### config.mk
export PLATFORM = sky130hd
export DESIGN_NAME = key_event_to_terminal_bytes_top
export DESIGN_NICKNAME = d
export VERILOG_FILES = /design/src/rtl/keb_pkg.sv /design/src/rtl/key_event_to_terminal_bytes_top.sv /design/src/rtl/keb_encode.sv
export SDC_FILE = /design/constraint.sdc
export NUM_CORES = 1
export LEC_CHECK = 0
export ABC_AREA = 1
export BUFFER_PORTS_ARGS = -buffer_cell sky130_fd_sc_hd__buf_2
export CELL_PAD_IN_SITES_DETAIL_PLACEMENT = 1
export CELL_PAD_IN_SITES_GLOBAL_PLACEMENT = 1
export CORE_MARGIN = 10
export CORE_UTILIZATION = 45
export CTS_BUF_LIST = sky130_fd_sc_hd__clkbuf_8 sky130_fd_sc_hd__clkbuf_16
export DETAILED_ROUTE_END_ITERATION = 7
export PLACE_DENSITY_LB_ADDON = 0.1
export REMOVE_ABC_BUFFERS = 1
export SYNTH_ARGS = -nofsm -noshare
export SYNTH_HDL_FRONTEND = slang
export SYNTH_SLANG_ARGS = --single-unit
### constraint.sdc
create_clock -name clk -period 3.1 [get_ports clk]
set_input_delay 0.155 -clock clk [delete_from_list [all_inputs] [get_ports clk]]
set_output_delay 0.155 -clock clk [all_outputs]
set_load 0.01 [all_outputs]
### src/rtl/keb_pkg.sv
// Package: key codes, byte constants and the encoder result type.
`default_nettype none
package keb_pkg;

	localparam logic [7:0] VK_BACKSPACE = 8'h08;
	localparam logic [7:0] VK_TABKEY    = 8'h09;
	localparam logic [7:0] VK_ENTER     = 8'h0D;
	localparam logic [7:0] VK_ESC       = 8'h1B;
	localparam logic [7:0] VK_PGUP      = 8'h21;
	localparam logic [7:0] VK_PGDN      = 8'h22;
	localparam logic [7:0] VK_ENDKEY    = 8'h23;
	localparam logic [7:0] VK_HOMEKEY   = 8'h24;
	localparam logic [7:0] VK_LEFTKEY   = 8'h25;
	localparam logic [7:0] VK_UPKEY     = 8'h26;
	localparam logic [7:0] VK_RIGHTKEY  = 8'h27;
	localparam logic [7:0] VK_DOWNKEY   = 8'h28;
	localparam logic [7:0] VK_INS       = 8'h2D;
	localparam logic [7:0] VK_DEL       = 8'h2E;

	localparam logic [7:0] CH_DEL   = 8'h7F;
	localparam logic [7:0] CH_CR    = 8'h0D;
	localparam logic [7:0] CH_TAB   = 8'h09;
	localparam logic [7:0] CH_ESC   = 8'h1B;
	localparam logic [7:0] CH_LBRK  = 8'h5B;
	localparam logic [7:0] CH_TILDE = 8'h7E;

	localparam logic [15:0] HI_SURR_FIRST = 16'hD800;
	localparam logic [15:0] HI_SURR_LAST  = 16'hDBFF;
	localparam logic [15:0] LO_SURR_FIRST = 16'hDC00;
	localparam logic [15:0] LO_SURR_LAST  = 16'hDFFF;

	typedef struct packed {
		logic        emit;
		logic [7:0]  seq_byte0;
		logic [7:0]  seq_byte1;
		logic [7:0]  seq_byte2;
		logic [7:0]  seq_byte3;
		logic [2:0]  seq_length;
		logic [15:0] repeat_count;
		logic        alt_prefix;
	} enc_result_t;

	typedef struct packed {
		logic        we;
		logic [15:0] value;
	} pend_update_t;

endpackage
`default_nettype wire

### src/rtl/key_event_to_terminal_bytes_top.sv
// Top level: input register, encoder and result register for keyboard events.
// Each key event taken on the input channel is registered, encoded in the next
// stage and, if it yields bytes or an alt prefix, presented as one result from
// the result register; events that yield nothing are dropped silently. One
// event is taken every cycle while the result side keeps up; each event passes
// through the input register and then the result register. A high surrogate
// is held internally and joined with the next low surrogate.
`default_nettype none
module key_event_to_terminal_bytes_top (
	input  wire logic        clk,
	input  wire logic        arst_n,
	input  wire logic        in_valid,
	output logic             in_ready,
	input  wire logic        key_down,
	input  wire logic [7:0]  virtual_key,
	input  wire logic        shift_held,
	input  wire logic        alt_held,
	input  wire logic [15:0] char_code,
	input  wire logic [15:0] repeat_raw,
	output logic             out_valid,
	input  wire logic        out_ready,
	output logic [7:0]       seq_byte0,
	output logic [7:0]       seq_byte1,
	output logic [7:0]       seq_byte2,
	output logic [7:0]       seq_byte3,
	output logic [2:0]       seq_length,
	output logic [15:0]      repeat_count,
	output logic             alt_prefix
);

	logic        valid_s1;
	logic        key_down_s1, shift_held_s1, alt_held_s1;
	logic [7:0]  virtual_key_s1;
	logic [15:0] char_code_s1, repeat_raw_s1;
	logic        valid_s2;
	keb_pkg::enc_result_t  res_s2;
	keb_pkg::enc_result_t  enc_res;
	keb_pkg::pend_update_t pend_upd;
	logic [15:0] pending_q;
	logic        s2_free, advance;

	assign s2_free  = !valid_s2 || out_ready;
	assign advance  = valid_s1 && s2_free;
	assign in_ready = !valid_s1 || s2_free;

	keb_encode u_encode (
		.key_down    (key_down_s1),
		.virtual_key (virtual_key_s1),
		.shift_held  (shift_held_s1),
		.alt_held    (alt_held_s1),
		.char_code   (char_code_s1),
		.repeat_raw  (repeat_raw_s1),
		.pending     (pending_q),
		.result      (enc_res),
		.pend_upd    (pend_upd)
	);

	always_ff @(posedge clk or negedge arst_n) begin
		if (!arst_n) begin
			valid_s1  <= 1'b0;
			valid_s2  <= 1'b0;
			pending_q <= '0;
		end else begin
			if (in_ready)
				valid_s1 <= in_valid;
			if (s2_free)
				valid_s2 <= advance && enc_res.emit;
			if (advance && pend_upd.we)
				pending_q <= pend_upd.value;
		end
	end

	always_ff @(posedge clk) begin
		if (in_valid && in_ready) begin
			key_down_s1    <= key_down;
			virtual_key_s1 <= virtual_key;
			shift_held_s1  <= shift_held;
			alt_held_s1    <= alt_held;
			char_code_s1   <= char_code;
			repeat_raw_s1  <= repeat_raw;
		end
		if (advance)
			res_s2 <= enc_res;
	end

	assign out_valid    = valid_s2;
	assign seq_byte0    = res_s2.seq_byte0;
	assign seq_byte1    = res_s2.seq_byte1;
	assign seq_byte2    = res_s2.seq_byte2;
	assign seq_byte3    = res_s2.seq_byte3;
	assign seq_length   = res_s2.seq_length;
	assign repeat_count = res_s2.repeat_count;
	assign alt_prefix   = res_s2.alt_prefix;

endmodule
`default_nettype wire

### src/rtl/keb_encode.sv
// Encoder: named-key table, surrogate joining and UTF-8 encoding of one event.
`default_nettype none
module keb_encode (
	input  wire logic                 key_down,
	input  wire logic [7:0]           virtual_key,
	input  wire logic                 shift_held,
	input  wire logic                 alt_held,
	input  wire logic [15:0]          char_code,
	input  wire logic [15:0]          repeat_raw,
	input  wire logic [15:0]          pending,
	output keb_pkg::enc_result_t      result,
	output keb_pkg::pend_update_t     pend_upd
);

	logic [7:0]  nb0, nb1, nb2, nb3;
	logic [2:0]  nlen;
	logic        is_high, is_low;
	logic [10:0] hi_plus;
	logic [20:0] cp;

	always_comb begin
		nb0 = '0; nb1 = '0; nb2 = '0; nb3 = '0; nlen = '0;
		unique case (virtual_key)
			keb_pkg::VK_BACKSPACE: begin nb0 = keb_pkg::CH_DEL; nlen = 3'd1; end
			keb_pkg::VK_ENTER:     begin nb0 = keb_pkg::CH_CR;  nlen = 3'd1; end
			keb_pkg::VK_TABKEY: begin
				if (shift_held) begin
					nb0 = keb_pkg::CH_ESC; nb1 = keb_pkg::CH_LBRK; nb2 = "Z"; nlen = 3'd3;
				end else begin
					nb0 = keb_pkg::CH_TAB; nlen = 3'd1;
				end
			end
			keb_pkg::VK_ESC:      begin nb0 = keb_pkg::CH_ESC; nlen = 3'd1; end
			keb_pkg::VK_UPKEY:    begin
				nb0 = keb_pkg::CH_ESC; nb1 = keb_pkg::CH_LBRK; nb2 = "A"; nlen = 3'd3;
			end
			keb_pkg::VK_DOWNKEY:  begin
				nb0 = keb_pkg::CH_ESC; nb1 = keb_pkg::CH_LBRK; nb2 = "B"; nlen = 3'd3;
			end
			keb_pkg::VK_RIGHTKEY: begin
				nb0 = keb_pkg::CH_ESC; nb1 = keb_pkg::CH_LBRK; nb2 = "C"; nlen = 3'd3;
			end
			keb_pkg::VK_LEFTKEY:  begin
				nb0 = keb_pkg::CH_ESC; nb1 = keb_pkg::CH_LBRK; nb2 = "D"; nlen = 3'd3;
			end
			keb_pkg::VK_HOMEKEY:  begin
				nb0 = keb_pkg::CH_ESC; nb1 = keb_pkg::CH_LBRK; nb2 = "H"; nlen = 3'd3;
			end
			keb_pkg::VK_ENDKEY:   begin
				nb0 = keb_pkg::CH_ESC; nb1 = keb_pkg::CH_LBRK; nb2 = "F"; nlen = 3'd3;
			end
			keb_pkg::VK_INS: begin
				nb0 = keb_pkg::CH_ESC; nb1 = keb_pkg::CH_LBRK; nb2 = "2";
				nb3 = keb_pkg::CH_TILDE; nlen = 3'd4;
			end
			keb_pkg::VK_DEL: begin
				nb0 = keb_pkg::CH_ESC; nb1 = keb_pkg::CH_LBRK; nb2 = "3";
				nb3 = keb_pkg::CH_TILDE; nlen = 3'd4;
			end
			keb_pkg::VK_PGUP: begin
				nb0 = keb_pkg::CH_ESC; nb1 = keb_pkg::CH_LBRK; nb2 = "5";
				nb3 = keb_pkg::CH_TILDE; nlen = 3'd4;
			end
			keb_pkg::VK_PGDN: begin
				nb0 = keb_pkg::CH_ESC; nb1 = keb_pkg::CH_LBRK; nb2 = "6";
				nb3 = keb_pkg::CH_TILDE; nlen = 3'd4;
			end
			default: nlen = '0;
		endcase
	end

	assign is_high = (char_code >= keb_pkg::HI_SURR_FIRST) && (char_code <= keb_pkg::HI_SURR_LAST);
	assign is_low  = (char_code >= keb_pkg::LO_SURR_FIRST) && (char_code <= keb_pkg::LO_SURR_LAST);
	assign hi_plus = {1'b0, pending[9:0]} + 11'd64;
	assign cp      = {hi_plus, char_code[9:0]};

	always_comb begin
		result              = '0;
		result.repeat_count = (repeat_raw == 16'd0) ? 16'd1 : repeat_raw;
		pend_upd            = '0;
		if (!key_down) begin
			result.emit = 1'b0;
		end else if (nlen != 3'd0) begin
			result.emit       = 1'b1;
			result.seq_byte0  = nb0;
			result.seq_byte1  = nb1;
			result.seq_byte2  = nb2;
			result.seq_byte3  = nb3;
			result.seq_length = nlen;
		end else if (char_code != 16'd0) begin
			result.alt_prefix = alt_held;
			pend_upd.we       = 1'b1;
			if (is_high) begin
				pend_upd.value = char_code;
			end else if (is_low) begin
				if (pending != 16'd0) begin
					result.seq_byte0  = {5'b11110, cp[20:18]};
					result.seq_byte1  = {2'b10, cp[17:12]};
					result.seq_byte2  = {2'b10, cp[11:6]};
					result.seq_byte3  = {2'b10, cp[5:0]};
					result.seq_length = 3'd4;
				end
			end else if (char_code[15:7] == 9'd0) begin
				result.seq_byte0  = {1'b0, char_code[6:0]};
				result.seq_length = 3'd1;
			end else if (char_code[15:11] == 5'd0) begin
				result.seq_byte0  = {3'b110, char_code[10:6]};
				result.seq_byte1  = {2'b10, char_code[5:0]};
				result.seq_length = 3'd2;
			end else begin
				result.seq_byte0  = {4'b1110, char_code[15:12]};
				result.seq_byte1  = {2'b10, char_code[11:6]};
				result.seq_byte2  = {2'b10, char_code[5:0]};
				result.seq_length = 3'd3;
			end
			result.emit = (result.seq_length != 3'd0) || alt_held;
		end
	end

endmodule
`default_nettype wire

==> flow_summary.json, run 1 <==
{
  "clk_pin_slew_worst_paths_ns": 0.09,
  "cp.required_ns": 3.30,
  "drc": 0,
  "wl_per_cell_um": 20.3,
  "hold_violations": 0,
  "synth_area_leaders": "edfxtp_1 55%, nand2_1 10%, dfrtp_1 8.8%",
  "root_buffer": "clkbuf_16",
  "dr.pass1.iters": 4,
  "drt-initial-drc-count": 283,
  "routabilityCongestion": 0.964,
  "core_um2": 11000,
  "grt-ovfl-total": 0,
  "r2r_cells": 10,
  "yosysSeqAreaShare": 0.639,
  "route.met2.wl_mm": 8.43,
  "die_w_um": 127,
  "hp-start": "in_valid",
  "top_layer_used": "met4",
  "finalSetupViolCount": 0,
  "hold_slack_ns": 0.0750,
  "rr_startpoint": "virtual_key_s1[7]",
  "synthFlopType": "edfxtp_1",
  "rsz0062_at_grt": "false",
  "cp_common_cell": "nand2_1",
  "cpPeakStageDelay_ns": 0.36,
  "path_cells": "inv_1, nand2_1, nor2_1, nand2_1, nand2_1, nor2_2, nand2_2, nor2_8, nand2_1, a21oi_1",
  "whs_endpoint": "valid_s1",
  "wl_met1_mm": 6.64,
  "boundaryPins": 101,
  "hold_path_class": "in2reg",
  "fin_nets": 703,
  "area_delta_synth_final_pct": 25.9,
  "syn_avg_cell_area_um2": 9.83,
  "yosys-top-cells-count": "140 x nand2_1, 94 x edfxtp_1, 64 x nor2_1",
  "cts_max_path_buffers": 2,
  "status": "complete, no violations",
  "power.static_leakage_nw": 3.10,
  "fin_crit_ns": 2.33,
  "syn_inst": 521,
  "ir_worst_vdd_mv": 0.330,
  "portBuffers": 100,
  "cts_buffers": 9,
  "synthArstFlopShare": 0.161,
  "ctsResizeCount": 0,
  "grt_usage": 0.203,
  "antenna_found_initial": 1,
  "syn_area_um2": 5120,
  "worst_setup_path_start_kind": "register",
  "vias_per_cell": 5.35,
  "p_per_area_nw_per_um2": 537,
  "whs_path_depth": 3,
  "maxSlewViolCount": 0,
  "min_period_over_period": 0.752,
  "grt_max_degree": 44,
  "clock_sinks": 112,
  "fmax_mhz": 429,
  "grt_pass1_vias": 4584,
  "synth_edf_count": 94,
  "synth_seq_cells": 112,
  "cp.buffers_inverters": 1,
  "path_class": "reg2reg",
  "cts-htree-levels": 3,
  "clock_latency_ns": 0.36,
  "die_h_um": 127,
  "via_count": 4283,
  "cp_slowest_cell": "nor2_8",
  "synth.distinct_cells": 33,
  "critPathTopFamily": "simple AND/OR/NAND/NOR gates",
  "cts_tree": "done",
  "finClkSkew_ns": 0.0148,
  "wl_mm": 16.3,
  "drv_cap": 0,
  "start_util": 0.466,
  "rr_endpoint": "seq_byte1[5]",
  "dieArea_um2": 16100,
  "relSlewSlack": 0.525,
  "crit_arrival_ns": 2.53,
  "critPathCaptureType": "register",
  "worst_pin_slew_ns": 0.710,
  "drive_above_1_share": 0.214,
  "synth_top_area_share": 0.551,
  "cp_max_fo": 28,
  "wl_met3_um": 889,
  "num_rows": 38,
  "grt_pass1_wl_mm": 25.7,
  "ys.warnings.count": 0,
  "r2r_slack_ns": 0.77,
  "antenna_left": 0,
  "dpl.hpwl_mm": 11.2,
  "synth_area_leader_cell": "edfxtp_1",
  "fin_setup_tns_ns": 0,
  "yosysMostFrequentCell": "nand2_1"
}
-- final cells by class --
class	instances	area, µm²
fill	1239	4530
antenna	1	2.50
sequential	112	3270
multi-input combinational	329	1530
inverter	53	199
clock buffer	9	225
tap	140	175
timing repair buffer	149	978
clock inverter	7	70.1
-- power by group --
| group | leakage (nW) | internal (W) | switching, W |
|---|---|---|---|
| Combinational | 1.79 | 0.000159 | 0.000281 |
| Clock | 0.143 | 0.000572 | 0.000604 |
| Sequential | 1.17 | 0.00178 | 0.0000672 |
| Total | 3.10 | 0.00251 | 0.000952 |
-- sequential cells by signal, summed over array words and instances, names as in the netlist, 7 cells and up --
| register | count |
|---|---|
| seq_byte3 | 8 |
| seq_byte1 | 8 |
| virtual_key_s1 | 8 |
| repeat_raw_s1 | 16 |
| char_code_s1 | 16 |
| pending_q | 16 |
| repeat_count | 16 |
| seq_byte2 | 8 |
| seq_byte0 | 7 |
-- per-layer routing --
metal  vias up  global-route usage
met5         -                   0
met2       123               0.361
met3        25              0.0583
li1       2005                   -
met4         0              0.0583
met1      2130               0.231
-- per-stage QoR --
| step | utilization | total power, W | setup WS [ns] | cells | instance area, µm² |
|---|---|---|---|---|---|
| after floorplan | - | 0.00207 | -3.08 | 494 | 4990 |
| after global placement | 0.520 | 0.00225 | 0.855 | 739 | 5710 |
| after detailed placement | 0.520 | 0.00227 | 0.786 | 739 | 5710 |
| after CTS | 0.587 | 0.00346 | 0.767 | 799 | 6450 |
| after global routing | 0.587 | 0.00360 | 0.450 | 800 | 6450 |
| final | 0.587 | 0.00346 | 0.769 | 800 | 6450 |
-- worst reg2reg max path: cells and delay by family, from the launching register on --
| kind | cells | cell delay [ns] |
|---|---|---|
| and+or+nand+nor | 8 | 1.57 |
| AOI/OAI and AO/OA | 1 | 0.20 |
| buffers and inverters | 1 | 0.05 |
| DFF | 1 | 0.35 |
-- how the worst max path moves through the flow --
stage,startpoint,end,slack [ns],depth (start not counted)
6_report,virtual_key_s1[7],seq_byte1[5],0.77,10
5_1_grt,virtual_key_s1[7],seq_byte3[0],0.45,10
4_1_cts,virtual_key_s1[0],seq_byte3[0],0.77,9
3_5_place_dp,virtual_key_s1[0],seq_byte1[5],0.79,9
3_3_place_gp,virtual_key_s1[0],seq_byte1[5],0.86,10
2_1_floorplan,out_valid,pending_q[11],-3.08,4
-- kinds of logic (layout without fill, tap and decap cells) --
| group | Yosys count | in the layout | share of synthesized area |
|---|---|---|---|
| compound gates | 41 | 41 | 0.0457 |
| xor+xnor | 2 | 2 | 0.00342 |
| fa+ha+maj | 2 | 2 | 0.00488 |
| buf+inv | 80 | 218 | 0.0652 |
| flops | 112 | 112 | 0.639 |
| other cells | 0 | 1 | 0 |
| simple gates | 284 | 284 | 0.242 |
-- cell usage in the layout (no fill, tap or decap), drive strengths merged, types with 2 or more instances in the layout --
master	n
a21oi	13
a31oi	2
buf	105
clkbuf	9
clkinv	3
dfrtp	18
dlygate4sd3	44
edfxtp	94
ha	2
inv	56
nand2	147
nand3	47
nand4	15
nor2	67
nor3	3
nor4	4
o21ai	20
o31ai	2
xor2	2
-- repair_timing --
| action | 4_1_cts | 5_1_grt |
|---|---|---|
| hold endpoints to repair | 61 | 0 |
| setup buffers | 0 | 0 |
| hold buffers | 44 | 0 |
Power figures use the tool's default switching activity.
==> run 2: changes to the inputs <==
- CORE_UTILIZATION: 45 -> 42
- clock period: 3.1 -> 2.25 ns (I/O delays scaled with it)
==> run 2 against run 1 <==
First-iteration DRC count shrank 7.1%. Routed wire length shrank 3.8%. Power grew 41%. Critical path type unchanged. Design area grew 2.9%. Combinational power grew 44%. Core utilization shrank 3.3 points. Count of clock-buffer cells in the layout is the same. Worst setup slack lost 0.57 ns. Die area grew 6.0%. Critical path depth grew 1. Critical endpoint is now seq_byte2[5]. Clock skew shrank 0.0055 ns. Largest cell class unchanged. Flip-flop and latch count is the same.
==> flow_summary.json, run 2 (synthesis gave the netlist of run 1 again) <==
{
  "boundaryPins": 101,
  "wl_mm": 15.6,
  "grt_pass1_vias": 4525,
  "ff_latch_area_um2": 3270,
  "dpl.hpwl_mm": 11.0,
  "power.total_w": 0.00490,
  "cp_max_fo": 13,
  "cts_tree": "done",
  "vias_per_cell": 5.09,
  "grt-ovfl-total": 0,
  "pre_cts_ws_ns": -0.0403,
  "die_w_um": 130,
  "ir_worst_vdd_mv": 0.608,
  "fmax_mhz": 489,
  "area_delta_synth_final_pct": 29.5,
  "worst_setup_path_start_kind": "register",
  "multi_input_area_um2": 1550,
  "fin_nets": 718,
  "finalSetupViolCount": 0,
  "antenna_left": 0,
  "p_per_area_nw_per_um2": 738,
  "power.static_leakage_nw": 3.19,
  "clk_pin_slew_worst_paths_ns": 0.08,
  "wl_per_cell_um": 19.1,
  "drv_cap": 0,
  "dr.pass1.iters": 4,
  "dieArea_um2": 17000,
  "routabilityCongestion": 0.895,
  "finClkSkew_ns": 0.00930,
  "min_period_over_period": 0.910,
  "diodes": 0,
  "rr_startpoint": "virtual_key_s1[4]",
  "drc": 0,
  "crit_end": "seq_byte2[5]",
  "final_common_cell": "nand2_1",
  "drive_above_1_share": 0.231,
  "fin_crit_ns": 2.05,
  "core_um2": 12000,
  "r2r_slack_ns": 0.20,
  "grt_usage": 0.189,
  "grt_pass1_wl_mm": 24.5,
  "cp.required_ns": 2.37,
  "critPathCaptureType": "register",
  "critPathLaunch": "virtual_key_s1[4]",
  "relSlewSlack": 0.668,
  "start_util": 0.428,
  "crit_arrival_ns": 2.17,
  "fin_setup_tns_ns": 0,
  "worst_pin_slew_ns": 0.495,
  "num_rows": 40,
  "die_h_um": 130,
  "cts_max_path_buffers": 2,
  "hold_slack_ns": 0.0690,
  "rsz0062_at_grt": "false",
  "r2r_cells": 11,
  "via_count": 4182,
  "cts_buffers": 9,
  "grt_max_degree": 63,
  "antenna_found_initial": 0,
  "drt-initial-drc-count": 263,
  "maxSlewViolCount": 0,
  "status": "complete, no violations",
  "layout_common_cells": "140 x nand2_1, 100 x buf_2, 94 x edfxtp_1",
  "portBuffers": 100,
  "setup_ws_ns": 0.203,
  "hold_path_class": "in2reg",
  "hold_violations": 0,
  "rr_endpoint": "seq_byte2[5]",
  "fill_cells": 1361,
  "path_class": "reg2reg",
  "clock_latency_ns": 0.36,
  "clock_sinks": 112,
  "cts-htree-levels": 3,
  "root_buffer": "clkbuf_16"
}
==> run 2: how the worst min path moves through the flow <==
stage	from	endpoint	slack [ns]	cells past startpoint
final	out_ready	out_valid	0.07	4
after global routing	out_ready	out_valid	0.08	4
after CTS	out_ready	out_valid	0.07	4
after detailed placement	arst_n	pending_q[0]	0.08	1
after global placement	arst_n	pending_q[2]	0.07	1
after floorplan	arst_n	out_valid	-0.18	0
==> run 2: what timing repair did <==
action | 4_1_cts | 5_1_grt
hold endpoints to repair | 62 | 0
gates cloned | 0 | 1
pin swaps | 0 | 2
gates resized for setup | 1 | 2
buffers inserted | 0 | 5
hold buffers | 45 | 0
setup endpoints to repair | 16 | 33
==> run 2: layout make-up <==
type | count | share of cell area
Tap cell | 147 | 0.0277
Clock inverter | 7 | 0.0140
Timing Repair Buffer | 163 | 0.167
Inverter | 53 | 0.0300
Sequential cell | 112 | 0.493
Clock buffer | 9 | 0.0339
Multi-Input combinational cell | 330 | 0.234
==> run 2: report_power, final <==
group	switching [W]	total, W	internal (W)	leakage (nW)
combinational	0.000391	0.000635	0.000244	1.87
clock	0.000826	0.00173	0.000903	0.158
sequential	0.0000823	0.00253	0.00245	1.17
==> run 2: worst max-delay path: stages, from the launching register on <==
cell and delay [ns]:
edfxtp_1 0.41, inv_2 0.08, nand2_1 0.09, nor2_4 0.26, nand2_1 0.15, nand2_1 0.15, inv_1 0.06, nand2_2 0.18
nor2_8 0.10, buf_4 0.15, nand3_1 0.09, nand2_1 0.07
==> run 2: per-layer routing <==
layer / wire, µm / track usage / up-vias
met5: 0 / 0 / -
met4: 208 / 0.0589 / 0
met3: 774 / 0.0463 / 13
met2: 8130 / 0.337 / 98
met1: 6530 / 0.220 / 2038
li1: - / - / 2033
==> run 2: through the flow <==
stage | instances | cell area (µm²) | utilization
floorplan | 494 | 4990 | -
global placement | 754 | 5810 | 0.485
detailed placement | 754 | 5810 | 0.485
CTS | 815 | 6580 | 0.550
global route | 821 | 6640 | 0.555
finish | 821 | 6640 | 0.555
